[src/rtl/core/bsqrt_pkg.sv]
`timescale 1ns / 1ps
// Shared types and constants for the bisection square root block.
// No dependencies; every other file of the block imports this package.

package bsqrt_pkg;

    localparam int FRAC_BITS = 16;
    localparam int WORD_BITS = 32;
    localparam int TOL_BITS  = 32;
    localparam int CNT_W     = 6;

    // Interval ends must hold 1.0 even when it does not fit in the word
    localparam int IV_W = (WORD_BITS > FRAC_BITS) ? WORD_BITS : FRAC_BITS + 1;
    localparam int SQ_W = 2 * IV_W;

    // Align the Q0.32 tolerance with the 2*FRAC_BITS fraction of the square
    localparam int TOL_SHL = (2 * FRAC_BITS >= TOL_BITS) ? 2 * FRAC_BITS - TOL_BITS : 0;
    localparam int TOL_SHR = (2 * FRAC_BITS >= TOL_BITS) ? 0 : TOL_BITS - 2 * FRAC_BITS;

    localparam logic [TOL_BITS-1:0] TOL_RESET = TOL_BITS'(32'd4294967);
    localparam logic [IV_W-1:0]     ONE_FX    = IV_W'(1) << FRAC_BITS;
    localparam logic [CNT_W-1:0]    CNT_MAX   = {CNT_W{1'b1}};

    typedef enum logic [2:0] {
        ST_IDLE,
        ST_SQUARE_END,
        ST_CHECK_END,
        ST_SQUARE,
        ST_EVAL,
        ST_FINISH
    } ctrl_state_t;

    typedef struct packed {
        logic load;
        logic square;
        logic start_mid;
        logic step;
        logic capture;
        logic met;
    } dp_cmd_t;

    typedef struct packed {
        logic exact;
        logic in_tol;
        logic narrow;
    } dp_status_t;

endpackage

[src/rtl/core/bsqrt_cfg_if.sv]
`timescale 1ns / 1ps
// Configuration write channel carrying the tolerance register value.
// Depends on bsqrt_pkg for the register width.

interface bsqrt_cfg_if import bsqrt_pkg::*; ();
    logic                valid;
    logic                ready;
    logic [TOL_BITS-1:0] data;

    modport source (output valid, output data, input ready);
    modport sink   (input valid, input data, output ready);
endinterface

[src/rtl/core/bsqrt_operand_if.sv]
`timescale 1ns / 1ps
// Input channel carrying one radicand per beat.
// Depends on bsqrt_pkg for the word width.

interface bsqrt_operand_if import bsqrt_pkg::*; ();
    logic                 valid;
    logic                 ready;
    logic [WORD_BITS-1:0] radicand;

    modport source (output valid, output radicand, input ready);
    modport sink   (input valid, input radicand, output ready);
endinterface

[src/rtl/core/bsqrt_result_if.sv]
`timescale 1ns / 1ps
// Result channel carrying root, halving count and tolerance flag per beat.
// Depends on bsqrt_pkg for the field widths.

interface bsqrt_result_if import bsqrt_pkg::*; ();
    logic                 valid;
    logic                 ready;
    logic [WORD_BITS-1:0] root;
    logic [CNT_W-1:0]     halvings;
    logic                 tolerance_met;

    modport source (output valid, output root, output halvings, output tolerance_met,
                    input ready);
    modport sink   (input valid, input root, input halvings, input tolerance_met,
                    output ready);
endinterface

[src/rtl/core/bsqrt_datapath.sv]
`timescale 1ns / 1ps
// Datapath: interval bounds, squaring multiplier, error test and result register.
// Depends on bsqrt_pkg; driven by bsqrt_controller through dp_cmd_t.

module bsqrt_datapath import bsqrt_pkg::*; (
    input  logic                 clk,
    input  logic                 rst_n,
    input  logic                 tol_wr,
    input  logic [TOL_BITS-1:0]  tol_data,
    input  logic [WORD_BITS-1:0] radicand,
    input  dp_cmd_t              cmd,
    output dp_status_t           status,
    output logic [WORD_BITS-1:0] root,
    output logic [CNT_W-1:0]     halvings,
    output logic                 tolerance_met
);

    logic [TOL_BITS-1:0]  tol_reg;
    logic [SQ_W-1:0]      target_reg;
    logic [IV_W-1:0]      lo_reg, lo_next;
    logic [IV_W-1:0]      hi_reg, hi_next;
    logic [IV_W-1:0]      x_reg, x_next;
    logic [SQ_W-1:0]      sq_reg;
    logic [CNT_W-1:0]     cnt_reg, cnt_next;
    logic [WORD_BITS-1:0] root_reg;
    logic [CNT_W-1:0]     halvings_reg;
    logic                 met_reg;

    logic [IV_W-1:0]      v_ext;
    logic [IV_W-1:0]      hi_init;
    logic [SQ_W-1:0]      diff;
    logic [SQ_W-1:0]      tol_scaled;
    logic                 below;
    logic [IV_W:0]        sum_up, sum_down, sum_full;
    logic [IV_W-1:0]      width;

    assign v_ext   = IV_W'(radicand);
    assign hi_init = (v_ext > ONE_FX) ? v_ext : ONE_FX;

    always_ff @(posedge clk or negedge rst_n)
    begin
        if (!rst_n)
        begin
            tol_reg <= TOL_RESET;
        end
        else if (tol_wr)
        begin
            tol_reg <= tol_data;
        end
    end

    // Error test against the registered square
    assign below      = sq_reg < target_reg;
    assign diff       = below ? (target_reg - sq_reg) : (sq_reg - target_reg);
    assign tol_scaled = (SQ_W'(tol_reg) << TOL_SHL) >> TOL_SHR;
    assign width      = hi_reg - lo_reg;

    assign status.exact  = (sq_reg == target_reg);
    assign status.in_tol = (diff <= tol_scaled);
    assign status.narrow = (width <= IV_W'(1));

    // Both possible next midpoints of a halving, picked once the comparison settles, and the first midpoint
    assign sum_up   = {1'b0, x_reg} + {1'b0, hi_reg};
    assign sum_down = {1'b0, lo_reg} + {1'b0, x_reg};
    assign sum_full = {1'b0, lo_reg} + {1'b0, hi_reg};

    always_comb
    begin
        lo_next  = lo_reg;
        hi_next  = hi_reg;
        x_next   = x_reg;
        cnt_next = cnt_reg;
        if (cmd.load)
        begin
            lo_next  = '0;
            hi_next  = hi_init;
            // zero radicand: square the low end so the exact test hits at once
            x_next   = (radicand == '0) ? '0 : hi_init;
            cnt_next = '0;
        end
        else if (cmd.start_mid)
        begin
            x_next = sum_full[IV_W:1];
        end
        else if (cmd.step)
        begin
            if (below)
            begin
                lo_next = x_reg;
                x_next  = sum_up[IV_W:1];
            end
            else
            begin
                hi_next = x_reg;
                x_next  = sum_down[IV_W:1];
            end
            if (cnt_reg != CNT_MAX)
            begin
                cnt_next = cnt_reg + CNT_W'(1);
            end
        end
    end

    always_ff @(posedge clk)
    begin
        lo_reg  <= lo_next;
        hi_reg  <= hi_next;
        x_reg   <= x_next;
        cnt_reg <= cnt_next;
        if (cmd.load)
        begin
            target_reg <= SQ_W'(radicand) << FRAC_BITS;
        end
        if (cmd.square)
        begin
            sq_reg <= SQ_W'(x_reg) * SQ_W'(x_reg);
        end
        if (cmd.capture)
        begin
            root_reg     <= x_reg[WORD_BITS-1:0];
            halvings_reg <= cnt_reg;
            met_reg      <= cmd.met;
        end
    end

    assign root          = root_reg;
    assign halvings      = halvings_reg;
    assign tolerance_met = met_reg;

`ifndef NO_ASSERTIONS
    a_step_wide: assert property (@(posedge clk) disable iff (!rst_n)
        cmd.step |-> !status.narrow && !status.in_tol)
        else $error("halving issued on a settled interval");

    a_bounds_order: assert property (@(posedge clk) disable iff (!rst_n)
        cmd.step |=> lo_reg < hi_reg)
        else $error("interval bounds crossed after halving");

    a_mid_inside: assert property (@(posedge clk) disable iff (!rst_n)
        cmd.step |=> (x_reg >= lo_reg) && (x_reg < hi_reg))
        else $error("midpoint outside interval");
`endif

endmodule

[src/rtl/core/bsqrt_controller.sv]
`timescale 1ns / 1ps
// Controller: sequences end test and halvings, owns the operand and result handshakes.
// Depends on bsqrt_pkg; commands bsqrt_datapath through dp_cmd_t.

module bsqrt_controller import bsqrt_pkg::*; (
    input  logic       clk,
    input  logic       rst_n,
    input  logic       operand_valid,
    output logic       operand_ready,
    output logic       result_valid,
    input  logic       result_ready,
    input  dp_status_t status,
    output dp_cmd_t    cmd
);

    ctrl_state_t state_reg, state_next;
    logic        met_reg, met_next;
    logic        result_valid_reg, result_valid_next;

    always_ff @(posedge clk or negedge rst_n)
    begin
        if (!rst_n)
        begin
            state_reg        <= ST_IDLE;
            met_reg          <= 1'b0;
            result_valid_reg <= 1'b0;
        end
        else
        begin
            state_reg        <= state_next;
            met_reg          <= met_next;
            result_valid_reg <= result_valid_next;
        end
    end

    always_comb
    begin
        state_next        = state_reg;
        met_next          = met_reg;
        result_valid_next = result_valid_reg && !result_ready;
        cmd               = '0;
        cmd.met           = met_reg;
        operand_ready     = 1'b0;
        case (state_reg)
            ST_IDLE:
            begin
                operand_ready = 1'b1;
                if (operand_valid)
                begin
                    cmd.load   = 1'b1;
                    state_next = ST_SQUARE_END;
                end
            end
            ST_SQUARE_END:
            begin
                cmd.square = 1'b1;
                state_next = ST_CHECK_END;
            end
            ST_CHECK_END:
            begin
                if (status.exact)
                begin
                    met_next   = 1'b1;
                    state_next = ST_FINISH;
                end
                else
                begin
                    cmd.start_mid = 1'b1;
                    state_next    = ST_SQUARE;
                end
            end
            ST_SQUARE:
            begin
                cmd.square = 1'b1;
                state_next = ST_EVAL;
            end
            ST_EVAL:
            begin
                if (status.in_tol)
                begin
                    met_next   = 1'b1;
                    state_next = ST_FINISH;
                end
                else if (status.narrow)
                begin
                    met_next   = 1'b0;
                    state_next = ST_FINISH;
                end
                else
                begin
                    cmd.step   = 1'b1;
                    state_next = ST_SQUARE;
                end
            end
            ST_FINISH:
            begin
                // hold until the previous result beat has left
                if (!result_valid_reg || result_ready)
                begin
                    cmd.capture       = 1'b1;
                    result_valid_next = 1'b1;
                    state_next        = ST_IDLE;
                end
            end
            default:
            begin
                state_next = ST_IDLE;
            end
        endcase
    end

    assign result_valid = result_valid_reg;

`ifndef NO_ASSERTIONS
    a_capture_free: assert property (@(posedge clk) disable iff (!rst_n)
        cmd.capture |-> !result_valid_reg || result_ready)
        else $error("result register overwritten while occupied");

    a_valid_source: assert property (@(posedge clk) disable iff (!rst_n)
        $rose(result_valid_reg) |-> $past(state_reg) == ST_FINISH)
        else $error("result raised outside finish");

    a_load_idle: assert property (@(posedge clk) disable iff (!rst_n)
        cmd.load |=> state_reg == ST_SQUARE_END && !operand_ready)
        else $error("operand accepted while busy");
`endif

endmodule

[src/rtl/core/bisection_square_root.sv]
`timescale 1ns / 1ps
// Top level of the bisection square root: controller, datapath, channel wiring.
// Depends on bsqrt_pkg, the three channel interfaces, bsqrt_controller, bsqrt_datapath.

// One radicand is worked at a time. After the operand beat the block squares the
// upper interval end (or zero) to test for an exact root; an exact hit goes straight
// to the result. Otherwise each halving passes through ST_SQUARE, in which the single
// registered multiplier squares the midpoint, and then ST_EVAL, for the error test and
// bound update. The reported halving count is at most 32 at the default sizes. A
// finished result is held back while a previous result still waits on the result
// port. The operand port opens again in the cycle the result appears. The tolerance
// may be written at any idle time and is always ready; it resets to about 0.001.

module bisection_square_root import bsqrt_pkg::*; (
    input  logic         clk,
    input  logic         rst_n,
    bsqrt_cfg_if.sink    cfg,
    bsqrt_operand_if.sink operand,
    bsqrt_result_if.source result
);

    dp_cmd_t    cmd;
    dp_status_t status;
    logic       operand_ready;
    logic       result_valid;

    assign cfg.ready     = 1'b1;
    assign operand.ready = operand_ready;
    assign result.valid  = result_valid;

    bsqrt_controller u_ctrl (
        .clk           (clk),
        .rst_n         (rst_n),
        .operand_valid (operand.valid),
        .operand_ready (operand_ready),
        .result_valid  (result_valid),
        .result_ready  (result.ready),
        .status        (status),
        .cmd           (cmd)
    );

    bsqrt_datapath u_dp (
        .clk           (clk),
        .rst_n         (rst_n),
        .tol_wr        (cfg.valid),
        .tol_data      (cfg.data),
        .radicand      (operand.radicand),
        .cmd           (cmd),
        .status        (status),
        .root          (result.root),
        .halvings      (result.halvings),
        .tolerance_met (result.tolerance_met)
    );

endmodule

[src/flat_wrapper.sv]
// flat-port wrapper written by rule: the top's interface ports become plain ports
module bisection_square_root_flat import bsqrt_pkg::*;
  (clk, rst_n, cfg_valid, cfg_data, cfg_ready, operand_valid, operand_radicand, operand_ready, result_valid, result_root, result_halvings, result_tolerance_met, result_ready);
  bsqrt_cfg_if cfg_i ();
  bsqrt_operand_if operand_i ();
  bsqrt_result_if result_i ();
  input  logic clk;
  input  logic rst_n;
  input wire logic [$bits(cfg_i.valid)-1:0] cfg_valid;
  input wire logic [$bits(cfg_i.data)-1:0] cfg_data;
  output wire logic [$bits(cfg_i.ready)-1:0] cfg_ready;
  input wire logic [$bits(operand_i.valid)-1:0] operand_valid;
  input wire logic [$bits(operand_i.radicand)-1:0] operand_radicand;
  output wire logic [$bits(operand_i.ready)-1:0] operand_ready;
  output wire logic [$bits(result_i.valid)-1:0] result_valid;
  output wire logic [$bits(result_i.root)-1:0] result_root;
  output wire logic [$bits(result_i.halvings)-1:0] result_halvings;
  output wire logic [$bits(result_i.tolerance_met)-1:0] result_tolerance_met;
  input wire logic [$bits(result_i.ready)-1:0] result_ready;
  assign cfg_i.valid = cfg_valid;
  assign cfg_i.data = cfg_data;
  assign cfg_ready = cfg_i.ready;
  assign operand_i.valid = operand_valid;
  assign operand_i.radicand = operand_radicand;
  assign operand_ready = operand_i.ready;
  assign result_valid = result_i.valid;
  assign result_root = result_i.root;
  assign result_halvings = result_i.halvings;
  assign result_tolerance_met = result_i.tolerance_met;
  assign result_i.ready = result_ready;
  bisection_square_root u_core (.clk(clk), .rst_n(rst_n), .cfg(cfg_i), .operand(operand_i), .result(result_i));
endmodule
[config.mk]
export PLATFORM = sky130hd
export DESIGN_NAME = bisection_square_root_flat
export DESIGN_NICKNAME = d
export VERILOG_FILES = /design/src/rtl/core/bsqrt_pkg.sv /design/src/rtl/core/bsqrt_cfg_if.sv /design/src/rtl/core/bsqrt_operand_if.sv /design/src/rtl/core/bsqrt_result_if.sv /design/src/rtl/core/bsqrt_datapath.sv /design/src/rtl/core/bsqrt_controller.sv /design/src/rtl/core/bisection_square_root.sv /design/src/flat_wrapper.sv
export SDC_FILE = /design/constraint.sdc
export NUM_CORES = 2
export LEC_CHECK = 0
export ABC_CLOCK_PERIOD_IN_PS = 16110
export BUFFER_PORTS_ARGS = -buffer_cell sky130_fd_sc_hd__buf_2
export CAP_MARGIN = 20
export CORE_MARGIN = 2
export CORE_UTILIZATION = 60
export DETAILED_ROUTE_END_ITERATION = 6
export GPL_ROUTABILITY_DRIVEN = 0
export PLACE_DENSITY = 0.77
export SLEW_MARGIN = 20
export SYNTH_ARGS = -nofsm -noshare
export SYNTH_HDL_FRONTEND = slang
export SYNTH_SLANG_ARGS = --single-unit
[constraint.sdc]
create_clock -name clk -period 16.11 [get_ports clk]
set_input_delay 2.4165 -clock clk [delete_from_list [all_inputs] [get_ports clk]]
set_output_delay 2.4165 -clock clk [all_outputs]
set_load 0.005 [all_outputs]
==> out/qor.txt <==
post-synthesis compound-gate area fraction = 11.5%
syn_area_per_cell = 9.05 um2
first-pass GRT wire length = 220,000 um
status = completed
post-synthesis xor/xnor area fraction = 3.52%
RSZ-0062 raised after global routing = false
Hold Buf Count CTS = 0
HP Class = flop to flop
Layout area overhead = 5.46%
total CTS buffers = 36
antenna violations before repair = 9
critical path endpoint = u_core.u_dp.sq_reg[63]
CTS max path bufs = 3
IO Count = 111
Fillers = 6,566
GRT Total Usage = 33.4%
average via count per standard cell = 5.97
Max-Slew Margin vs Limit = 24.4%
Max stage delay on crit path = 710 ps
TNS Setup = 0 ps
r2r worst-path depth = 27
WP data required = 16,440 ps
period utilization = 62.0%
most used flip-flop cell after synthesis = edfxtp_1
Cell Rows = 105
crit path kind = flop to flop
sequential element share of the synthesized area = 15.4%
CTS sink count = 273
syn nets = 6,827
Detailed Route Iter0 Violations = 3,824
final wirelength = 140,000 um
CP Max Fanout = 29
share of synthesized registers carrying an async set or reset = 13.6%
max cap viols = 0
CORE AREA = 82,000 um2
Clock Tree Root = clkbuf_16
via count = 39,099
antenna-violating nets left = 0
Syn Std Cell Area = 49,600 um2
R2R setup slack = 6110 ps
DIE HEIGHT = 291 um
Synth Instances = 5,473
adder and majority gate portion of the synthesized area = 44.5%
CP endpoint kind = flop
setup ws final = 6110 ps
vias in the first global route = 40,176
port bufs = 109
DR pass1 iterations = 6
clk slew on worst S/H paths = 70 ps
Startpoint Class = flop
Worst-Skew Late Latency = 590 ps
number of flops mapped to enable cells by yosys = 198
largest family of logic cells by synthesized area = adder cells
Slew @ Worst Pin = 1130 ps
max FFs per register = 63
hpwl dp = 108,000 um
crit path max-delay cell type = a211oi_1
post-CTS setup buffers = 0
Final Hold Violating Endpoints = 0
origin of the critical flop-to-flop path = u_core.u_dp.x_reg[9]
Slew Limit Fails = 0
final setup violating endpoints = 0
CP dominant cell by count = fa_1
CTS tree = done
Total Nets Final = 6,800
simple-gate portion of the synthesized area = 13.4%
post-layout min period = 10000 ps
reg-to-reg endpoint = u_core.u_dp.sq_reg[63]
largest net degree at the start of global routing = 86
Yosys reg bits = 273
GR Overflow Total = 0
pre-CTS worst setup slack = 6360 ps
Worst EP arrival = 10,330 ps
Die X = 291 um
post-synthesis mux area share = 1.14%
share of cells above drive strength 1 = 5.35%
Achievable Freq = 100 MHz
Die ar. = 84,900 um2
# DRC = 0
htree depth = 2
initial core utilization = 60.4%
Fin Clk Skew = 41.8 ps
count of different cell masters after synthesis = 92
Yosys warning count = 0
Worst Setup SP = u_core.u_dp.x_reg[9]
Routed WL per cell = 21.3 um
post-CTS sizing = 0
==> layer usage <==
| layer | vias to the layer above | routed length [um] | GRT usage, % |
|---|---|---|---|
| met5 | - | 46 | 0 |
| met4 | 6 | 7270 | 15.2 |
| met3 | 411 | 14200 | 6.09 |
| met2 | 2023 | 62800 | 52.9 |
| met1 | 19240 | 55200 | 44.8 |
| li1 | 17419 | - | - |
==> critical path: cells and delay by family (launching register included) <==
family	cells	cell delay, ps
flip-flops	1	330
adder cells (fa/ha/maj)	9	4280
XOR/XNOR	1	150
AND/OR/NAND/NOR	4	1060
buffers and inverters	4	1130
AO/OA/AOI/OAI	9	2750
==> Yosys cell counts (10+ instances only) <==
| cell type | instances | area, um2 |
|---|---|---|
| nor2_1 | 236 | 886 |
| and2_1 | 242 | 1510 |
| nand2b_1 | 29 | 181 |
| o21a_1 | 25 | 188 |
| and4_1 | 12 | 105 |
| edfxtp_1 | 198 | 5950 |
| and3_1 | 21 | 131 |
| nor2b_1 | 39 | 244 |
| o21ai_0 | 216 | 1080 |
| dfrtp_1 | 27 | 676 |
| clkbuf_1 | 208 | 781 |
| a2111oi_0 | 10 | 87.6 |
| a31oi_1 | 30 | 188 |
| a21oi_1 | 265 | 1330 |
| dfxtp_1 | 38 | 761 |
| o211ai_1 | 26 | 195 |
| a21o_1 | 104 | 781 |
| xnor2_1 | 122 | 1070 |
| nand2_1 | 555 | 2080 |
| nor3_1 | 61 | 305 |
| a21boi_0 | 13 | 97.6 |
| a31o_2 | 17 | 149 |
| or4_1 | 12 | 90.1 |
| mux2i_1 | 46 | 460 |
| o21bai_1 | 41 | 308 |
| inv_1 | 1156 | 4340 |
| fa_1 | 797 | 16000 |
| o31ai_1 | 19 | 143 |
| nand3_1 | 49 | 245 |
| xor2_1 | 77 | 674 |
| dfstp_2 | 10 | 263 |
| a211o_1 | 12 | 105 |
| ha_1 | 488 | 6110 |
| a211oi_1 | 23 | 173 |
| nor4_1 | 23 | 144 |
| nand4_1 | 46 | 288 |
| or3_1 | 22 | 138 |
| or2_2 | 13 | 81.3 |
| a221oi_1 | 10 | 87.6 |
==> cell type report <==
class,count,area [um2],area share (%)
multi-input combinational,3820,36700,70.3
sequential,273,7640,14.6
inverter,1160,4360,8.33
tap,1070,1340,2.56
clock buffer,38,918,1.76
timing repair buffer,155,891,1.70
clock inverter,28,369,0.706
antenna,2,5.00,0.00958
==> kinds of logic after synthesis <==
logic type / Yosys count
and+or+nand+nor: 1384
buffers and inverters: 1380
adders and majority gates: 1285
AOI/OAI and AO/OA: 896
DFF: 273
xor gates and xnor gates: 199
muxes: 55
other: 1
==> cell usage in the layout (no fill, tap or decap), types with 11 or more instances in the layout <==
master,synthesis,routed
or3_1,22,22
dfrtp_1,27,27
a211o_1,12,12
nand3_1,49,49
o21a_1,25,25
fa_1,797,797
o21bai_1,41,41
nor3_1,61,61
o21ai_0,216,216
a211oi_1,23,23
xnor2_1,122,122
a21boi_0,13,13
or4_1,12,11
o31ai_1,19,19
and4_1,12,12
edfxtp_1,198,198
clkbuf_16,0,36
ha_1,488,488
mux2i_1,46,46
nand2b_1,29,29
buf_4,1,46
xor2_1,77,77
or2_2,13,13
dfxtp_1,38,38
and3_1,21,20
nand2_1,555,553
o211ai_1,26,26
a21oi_1,265,264
buf_2,4,109
a21o_1,104,104
nand4_1,46,46
and2_1,242,241
a31o_2,17,17
inv_1,1156,1155
nor2_1,236,235
nor2b_1,39,38
nor4_1,23,23
a31oi_1,30,30
==> stage by stage <==
| stage | hold WS, ps | area (um2) | utilization (%) | cells |
|---|---|---|---|---|
| 2_1_floorplan | 443 | 49600 | - | 5473 |
| 3_3_place_gp | 444 | 51000 | 62.2 | 6478 |
| 3_5_place_dp | 437 | 51000 | 62.2 | 6478 |
| 4_1_cts | 461 | 52300 | 63.7 | 6544 |
| 5_1_grt | 483 | 52300 | 63.7 | 6545 |
| 6_report | 469 | 52300 | 63.7 | 6546 |
==> worst min path at each step <==
stage | from | to | slack [ps] | depth (start not counted)
4_1_cts | u_core.u_dp.x_reg[13] | u_core.u_dp.root[13] | 460 | 0
5_1_grt | u_core.u_dp.x_reg[13] | u_core.u_dp.root[13] | 480 | 0
2_1_floorplan | u_core.u_dp.x_reg[0] | u_core.u_dp.root[0] | 440 | 0
6_report | u_core.u_dp.x_reg[13] | u_core.u_dp.root[13] | 470 | 0
3_3_place_gp | u_core.u_dp.x_reg[13] | u_core.u_dp.root[13] | 440 | 0
3_5_place_dp | u_core.u_dp.x_reg[13] | u_core.u_dp.root[13] | 440 | 0
Power is not shown: default switching activity piles up to over one toggle a cycle in this logic, so the estimate is an artifact.
